`src/hdl/ppu_pkg.sv`:
```
// ppu_pkg: shared types, codes, widths and helper functions of the particle update
// used by ppu_lane and particle_physics_update; depends on nothing

package ppu_pkg;

    // field widths
    localparam int POS_W   = 32;
    localparam int FT_W    = 16;
    localparam int RAMP_W  = 16;
    localparam int TIME_W  = 48;
    localparam int KIND_W  = 3;
    localparam int COL_W   = 8;
    localparam int CFG_IDX_W = 2;
    localparam int CFG_DAT_W = 48;

    // internal arithmetic widths
    localparam int PROD_W = 49;   // vel * ft, signed
    localparam int T1_W   = 34;   // round(vel*ft / 2^16)
    localparam int T4_W   = 36;   // round(4*vel*ft / 2^16)
    localparam int SUM_W  = 38;   // unsaturated velocity / position sum
    localparam int ADJ_W  = 20;   // gravity or heavy term, signed
    localparam int GRAV_W = 14;
    localparam int HEAVY_W = 19;

    // register indexes
    localparam logic [CFG_IDX_W-1:0] REG_FRAME_TIME = 2'd0;
    localparam logic [CFG_IDX_W-1:0] REG_PAUSED     = 2'd1;
    localparam logic [CFG_IDX_W-1:0] REG_NOW_TIME   = 2'd2;

    // particle kinds
    localparam logic [KIND_W-1:0] KIND_STATIC   = 3'd0;
    localparam logic [KIND_W-1:0] KIND_GRAV     = 3'd1;
    localparam logic [KIND_W-1:0] KIND_SLOWGRAV = 3'd2;
    localparam logic [KIND_W-1:0] KIND_FIRE     = 3'd3;
    localparam logic [KIND_W-1:0] KIND_EXPLODE  = 3'd4;
    localparam logic [KIND_W-1:0] KIND_EXPLODE2 = 3'd5;
    localparam logic [KIND_W-1:0] KIND_BLOB     = 3'd6;
    localparam logic [KIND_W-1:0] KIND_BLOB2    = 3'd7;

    // per-lane velocity operation
    typedef logic [1:0] vop_t;
    localparam vop_t VOP_NONE = 2'd0;
    localparam vop_t VOP_ADD4 = 2'd1;
    localparam vop_t VOP_SUB1 = 2'd2;
    localparam vop_t VOP_SUB4 = 2'd3;

    // death time of a killed particle
    localparam logic [TIME_W-1:0] DEATH_DEAD = 48'hFFFF_FFFF_FFFF;

    // ramp limits, Q4.12
    localparam logic [RAMP_W-1:0] RAMP_LIM_FIRE    = 16'd24576;
    localparam logic [RAMP_W-1:0] RAMP_LIM_EXPLODE = 16'd32768;

    // saturate a wide signed sum to 32 bits
    function automatic logic signed [POS_W-1:0] sat32(input logic signed [SUM_W-1:0] x);
        logic signed [POS_W-1:0] r;
        if (x > 38'sd2147483647)
            r = 32'sh7FFF_FFFF;
        else if (x < -38'sd2147483648)
            r = 32'sh8000_0000;
        else
            r = x[POS_W-1:0];
        return r;
    endfunction

    // colour ramp tables for fire and the two explosion kinds
    function automatic logic [COL_W-1:0] ramp_colour(input logic [KIND_W-1:0] kind,
                                                     input logic [2:0] idx);
        logic [COL_W-1:0] c;
        c = 8'h00;
        if (kind == KIND_FIRE) begin
            case (idx)
                3'd0:    c = 8'h6d;
                3'd1:    c = 8'h6b;
                3'd2:    c = 8'h06;
                3'd3:    c = 8'h05;
                3'd4:    c = 8'h04;
                3'd5:    c = 8'h03;
                default: c = 8'h00;
            endcase
        end else if (kind == KIND_EXPLODE) begin
            case (idx)
                3'd0:    c = 8'h6f;
                3'd1:    c = 8'h6d;
                3'd2:    c = 8'h6b;
                3'd3:    c = 8'h69;
                3'd4:    c = 8'h67;
                3'd5:    c = 8'h65;
                3'd6:    c = 8'h63;
                default: c = 8'h61;
            endcase
        end else begin
            case (idx)
                3'd0:    c = 8'h6f;
                3'd1:    c = 8'h6e;
                3'd2:    c = 8'h6d;
                3'd3:    c = 8'h6c;
                3'd4:    c = 8'h6b;
                3'd5:    c = 8'h6a;
                3'd6:    c = 8'h68;
                default: c = 8'h66;
            endcase
        end
        return c;
    endfunction

endpackage

```
`src/hdl/ppu_lane.sv`:
```
// ppu_lane: one axis of the particle update, position advance and velocity rule
// three register stages (multiply, round, add); uses ppu_pkg

module ppu_lane (
    input  logic                               clk,
    input  logic signed [ppu_pkg::POS_W-1:0]   pos,
    input  logic signed [ppu_pkg::POS_W-1:0]   vel,
    input  logic        [ppu_pkg::FT_W-1:0]    ft,
    input  ppu_pkg::vop_t                      vop,
    input  logic signed [ppu_pkg::ADJ_W-1:0]   adj,
    output logic signed [ppu_pkg::POS_W-1:0]   pos_orig,
    output logic signed [ppu_pkg::POS_W-1:0]   vel_orig,
    output logic signed [ppu_pkg::POS_W-1:0]   npos,
    output logic signed [ppu_pkg::POS_W-1:0]   nvel
);
    import ppu_pkg::*;

    // stage b: product
    logic signed [PROD_W-1:0] prod_next;
    logic signed [PROD_W-1:0] prod_b_reg;
    logic signed [POS_W-1:0]  pos_b_reg;
    logic signed [POS_W-1:0]  vel_b_reg;
    vop_t                     vop_b_reg;

    // stage c: rounded terms
    logic signed [PROD_W:0]   r1;
    logic signed [PROD_W+2:0] r4;
    logic signed [T1_W-1:0]   t1_next;
    logic signed [T4_W-1:0]   t4_next;
    logic signed [T1_W-1:0]   t1_c_reg;
    logic signed [T4_W-1:0]   t4_c_reg;
    logic signed [POS_W-1:0]  pos_c_reg;
    logic signed [POS_W-1:0]  vel_c_reg;
    vop_t                     vop_c_reg;

    // stage d: sums
    logic signed [T1_W-1:0]   psum;
    logic signed [SUM_W-1:0]  term;
    logic signed [POS_W-1:0]  npos_next;
    logic signed [SUM_W-1:0]  vsum_next;
    logic signed [POS_W-1:0]  npos_d_reg;
    logic signed [SUM_W-1:0]  vsum_d_reg;
    logic signed [POS_W-1:0]  pos_d_reg;
    logic signed [POS_W-1:0]  vel_d_reg;

    // velocity times frame time
    assign prod_next = vel * $signed({1'b0, ft});

    always_ff @(posedge clk)
    begin
        prod_b_reg <= prod_next;
        pos_b_reg  <= pos;
        vel_b_reg  <= vel;
        vop_b_reg  <= vop;
    end

    // round to nearest, ties up, for x/2^16 and 4x/2^16
    assign r1 = {prod_b_reg[PROD_W-1], prod_b_reg} + (PROD_W+1)'(32768);
    assign r4 = {prod_b_reg[PROD_W-1], prod_b_reg, 2'b00} + (PROD_W+3)'(32768);
    assign t1_next = r1[PROD_W:16];
    assign t4_next = r4[PROD_W+2:16];

    always_ff @(posedge clk)
    begin
        t1_c_reg  <= t1_next;
        t4_c_reg  <= t4_next;
        pos_c_reg <= pos_b_reg;
        vel_c_reg <= vel_b_reg;
        vop_c_reg <= vop_b_reg;
    end

    // velocity term by kind rule
    always_comb
    begin
        term = '0;
        unique case (vop_c_reg)
            VOP_NONE: term = '0;
            VOP_ADD4: term = {{(SUM_W-T4_W){t4_c_reg[T4_W-1]}}, t4_c_reg};
            VOP_SUB1: term = -{{(SUM_W-T1_W){t1_c_reg[T1_W-1]}}, t1_c_reg};
            VOP_SUB4: term = -{{(SUM_W-T4_W){t4_c_reg[T4_W-1]}}, t4_c_reg};
            default:  term = '0;
        endcase
    end

    // position advance and exact velocity sum
    assign psum = {{(T1_W-POS_W){pos_c_reg[POS_W-1]}}, pos_c_reg} + t1_c_reg;
    assign npos_next = sat32({{(SUM_W-T1_W){psum[T1_W-1]}}, psum});
    assign vsum_next = {{(SUM_W-POS_W){vel_c_reg[POS_W-1]}}, vel_c_reg} + term
                     + {{(SUM_W-ADJ_W){adj[ADJ_W-1]}}, adj};

    always_ff @(posedge clk)
    begin
        npos_d_reg <= npos_next;
        vsum_d_reg <= vsum_next;
        pos_d_reg  <= pos_c_reg;
        vel_d_reg  <= vel_c_reg;
    end

    assign pos_orig = pos_d_reg;
    assign vel_orig = vel_d_reg;
    assign npos     = npos_d_reg;
    assign nvel     = sat32(vsum_d_reg);

endmodule

```
`config.mk`:
```
export PLATFORM = sky130hd
export DESIGN_NAME = ppu_lane
export DESIGN_NICKNAME = d
export VERILOG_FILES = /design/src/hdl/ppu_pkg.sv /design/src/hdl/ppu_lane.sv
export SDC_FILE = /design/constraint.sdc
export NUM_CORES = 2
export LEC_CHECK = 0
export ABC_CLOCK_PERIOD_IN_PS = 7100
export BUFFER_PORTS_ARGS = -buffer_cell sky130_fd_sc_hd__buf_4
export CAP_MARGIN = 10
export CORE_MARGIN = 5
export CORE_UTILIZATION = 48
export DETAILED_ROUTE_END_ITERATION = 8
export HOLD_SLACK_MARGIN = 0.08
export PLACE_DENSITY = 0.64
export SLEW_MARGIN = 10
export SYNTH_ARGS = -nofsm -noshare
export SYNTH_HDL_FRONTEND = slang
export SYNTH_SLANG_ARGS = --single-unit
```
`constraint.sdc`:
```
create_clock -name clk -period 7.1 [get_ports clk]
set_input_delay 0.355 -clock clk [delete_from_list [all_inputs] [get_ports clk]]
set_output_delay 0.355 -clock clk [all_outputs]
set_load 0.03 [all_outputs]
```
* Word-level counts from Yosys, hierarchy flattened
Index checks and enable logic that the tools add are counted.
Storage, ports and cells: bits of input ports 103, bits in registers 385
Operators by class: mux-type cells 4, add/subtract/negate cells 7, $lt $le $gt $ge 4, equality and inequality tests 3, multipliers 1, reduce and logical (&&, ||, !) cells 1
Operators by type and width (number):
- one-hot mux 38 bit (4 select lines) | 1
- two-way mux 32 bit | 3
- adder 38 bit | 2
- negator 38 bit | 2
- adder 51 x 17 -> 52 bit (second input constant) | 1
- adder 49 x 17 -> 50 bit (second input constant) | 1
- multiplier 32 x 17 -> 49 bit | 1
- > comparator 38 x 32 -> 1 bit (second input constant) | 1
- < comparator 38 x 32 -> 1 bit (second input constant) | 1
- adder 34 bit | 1
- > comparator 34 x 32 -> 1 bit (second input constant) | 1
- < comparator 34 x 32 -> 1 bit (second input constant) | 1
- equality test 2 bit (second input constant) | 2
- equality test 2 x 1 -> 1 bit (second input constant) | 1
- logical NOT 2 bit | 1

* Depth between registers and ports, before layout
depth in word-level cells 4, gate-level depth with buffers 24, mapped depth without buffers 23

* Worst setup path before layout
OpenSTA, ideal clock, no wires.
kind input -> register, start input port vel[31] (netlist name), end register prod_b_reg[47], setup time 0.127 ns, data arrival time 5.995 ns, stages on the path 18, path buffers 1, setup slack 0.978 ns, cells stage by stage clkbuf_1 -> nand2_1 -> fa_1 -> inv_1 -> fa_1 -> fa_1 -> fa_1 -> fa_1 -> inv_1 -> fa_1 -> inv_1 -> ha_1 -> a21o_1 -> a221oi_1 -> a21oi_1 -> nor3_1 -> o21ai_0 -> xor2_1
Between the ends: longest elaborated chain between the ends 1
Ends and longest elaborated chain:
- from (decl) | line ppu_lane.sv:7 | input logic signed [ppu_pkg::POS_W-1:0] vel,
- multiplier 32 x 17 -> 49 bit | line ppu_lane.sv:47 | assign prod_next = vel * $signed({1'b0, ft});
- net prod_next[47] | line ppu_lane.sv:19 | logic signed [PROD_W-1:0] prod_next;
- to (signal assigned) | line ppu_lane.sv:51 | prod_b_reg <= prod_next;
- to (decl) | line ppu_lane.sv:20 | logic signed [PROD_W-1:0] prod_b_reg;
The timed path passes the listed nets, and every way through them passes these cells. A chain may end at the register's enable or synchronous reset.

* Worst setup path after layout
start input port vel[15] (netlist name), end register prod_b_reg[37]
Same word-level chain as after synthesis.

==> metrics.txt <==
most common cell in the synthesized netlist=inv_1; worst skew pair latency=550 ps; DR vias=23,030; Die W=271.2 µm; multi-input logic area=22,490 µm²; ranking of synthesized cells by area=fa_1 32%, dfxtp_1 23%, ha_1 7.2%, inv_1 7.1%, and2_1 4.8%; asr flop ratio synth=0; first drt pass iteration count=5; crit start category=input port; WP data required=7520 ps; post-route non-filler standard cell count=4,540; Antenna Nets Post-Route=0; Post-Synthesis Net Count=4,246; Synth Area per Inst=9.552 µm²; Root Buffer=clkbuf_16; Yosys top cell area share=0.3216; synth cell count leaders=620 x inv_1, 526 x fa_1, 372 x dfxtp_1; DP Wirelength=64,570 µm; worst clock skew=32.89 ps; Achievable Freq=151.6 MHz; first-pass GRT wire length=132,000 µm; unrepaired setup endpoints after global routing=no; hold depth=1; Starting Density=0.4859; gr ovfl total=0; Yosys cell types=76; Hold Path Class=in2reg; Worst R2R Path Depth=19; layout cells sized above 1=0.09354; IO Pins=231; Crit Path Class=in2reg; Post-synth EDFFs=0; Synth Cell Area=32,750 µm²; biggest area consumer among synthesized cells=fa_1; DRC violations left=0; All-Layer GR Usage=0.2223; worst slew pin tran=1012 ps; final worst path period share=0.9293; minimum clock period=6598 ps; die height=271.2 µm; CP arrival=7020 ps; max reg flops=38; Final setup viols=0; final-layout fill cell count=6,105; Via density=5.072; final RePlAce weighted congestion=0.8788; post-route setup TNS=0 ps; cts bufs inserted=38; Core Area=67,400 µm²; vias in the first global route=23,800; fin nets=4,460; die area=73,540 µm²; synthesis-to-finish area growth=13.18%; Row Count=95; Post-Synthesis Cells=3,428; Hold Fails Final Rpt=0; dpl cells=4,422; critical-path maximum fanout=17; Worst Setup End Kind=flop; WHS=110.1 ps; # H-tree levels=2; Slew HR=0.3155; Sequential cell area=7447 µm²; clk slew on worst S/H paths=60 ps; synthesized flop and latch total=372; Final Routed Wirelength=81,630 µm; yosys warns=0; Max-cap violations=0; postcts setup bufs=0; DRT iter0 DRCs=1,501; post-synthesis sequential area ratio=0.2274; run status=finished, final reports clean; clk sinks=372; CTS tree=built; Avg WL per Cell=17.98 µm; Max Slew Vio Count=0; clock buffer depth=3; Main synth FF type=dfxtp_1; initial antenna violation count=0; port buffer count=230; largest net degree at the start of global routing=35; ANT cells=0
## final timing paths
check               startpoint              to  slack (ps)
hold / removal         vel[28]   vel_b_reg[28]         110
hold reg to reg   vop_b_reg[0]    vop_c_reg[0]         300
setup / recovery       vel[15]  prod_b_reg[37]         500
setup reg to reg   t1_c_reg[9]  vsum_d_reg[35]        1480
## cell usage in the layout, fill, tap and decap left out, drive strengths merged, types with 24 or more instances in the layout
| cell type | Yosys | layout |
|---|---|---|
| and3 | 24 | 24 |
| ha | 189 | 189 |
| and2 | 250 | 250 |
| dlygate4sd3 | 0 | 53 |
| clkbuf | 119 | 47 |
| xnor2 | 125 | 125 |
| nor2 | 85 | 85 |
| dfxtp | 372 | 372 |
| nand3 | 44 | 44 |
| buf | 11 | 251 |
| inv | 620 | 625 |
| o21ai | 74 | 74 |
| a21oi | 98 | 98 |
| a21o | 110 | 110 |
| fa | 526 | 526 |
| nor3 | 37 | 37 |
| xor2 | 99 | 99 |
| nand2 | 371 | 371 |
| o22ai | 28 | 28 |
## what timing repair did
item                                    in CTS  in global routing
hold buffers                                53                  0
resized for setup                            0                  1
endpoints found under the setup margin       0                  1
hold endpoints to repair                    53                  0
## worst max-delay path: stages
cell and delay [ps]:
dlygate4sd3_1 540, buf_4 220, and2_1 200, fa_1 530
inv_1 50, fa_1 500, fa_1 510, inv_1 50
fa_1 460, fa_1 560, inv_1 70, fa_1 540
inv_1 50, ha_1 350, a21oi_1 160, o21ai_0 90
a21oi_1 230, o221ai_1 180, a221o_1 340, a22o_1 220
a311oi_1 390, nor2_1 130, o311ai_0 300
## kinds of logic after synthesis
| logic type | after synthesis | synth area share |
|---|---|---|
| AO/OA/AOI/OAI | 454 | 0.09320 |
| flip-flops | 372 | 0.2274 |
| XOR/XNOR | 224 | 0.05991 |
| buffers and inverters | 750 | 0.08666 |
| multiplexers | 2 | 0.0006496 |
| AND/OR/NAND/NOR | 911 | 0.1384 |
| adder cells (fa/ha/maj) | 715 | 0.3938 |
## metal layers
metal  global-route usage  part of all wire  wire, µm  vias to the layer above
met5                    0                 0         0                        -
met4              0.04010             0.016      1299                        0
met3              0.03886             0.071      5816                       85
met2               0.3548              0.45     36610                      675
met1               0.3243              0.46     37910                    11150
li1                     -                 -         -                    11120
## per-stage QoR
step | utilization | setup WS [ps] | area, µm²
2_1_floorplan | - | 978.4 | 32750
3_3_place_gp | 0.5230 | 324.7 | 35250
3_5_place_dp | 0.5230 | 266.3 | 35250
4_1_cts | 0.5498 | 343.9 | 37050
5_1_grt | 0.5499 | 77.83 | 37060
6_report | 0.5499 | 501.7 | 37060
## final cells by class
class / instances / share of cell area
inverter: 620 / 0.06280
sequential: 372 / 0.2009
multi-input combinational: 2306 / 0.6068
tap: 873 / 0.02947
timing repair buffer: 304 / 0.06550
clock inverter: 18 / 0.006280
clock buffer: 47 / 0.02822
Power is left out: the tool's default activity adds up to more than one toggle a clock period on the data nets, which glitch-free logic cannot reach.
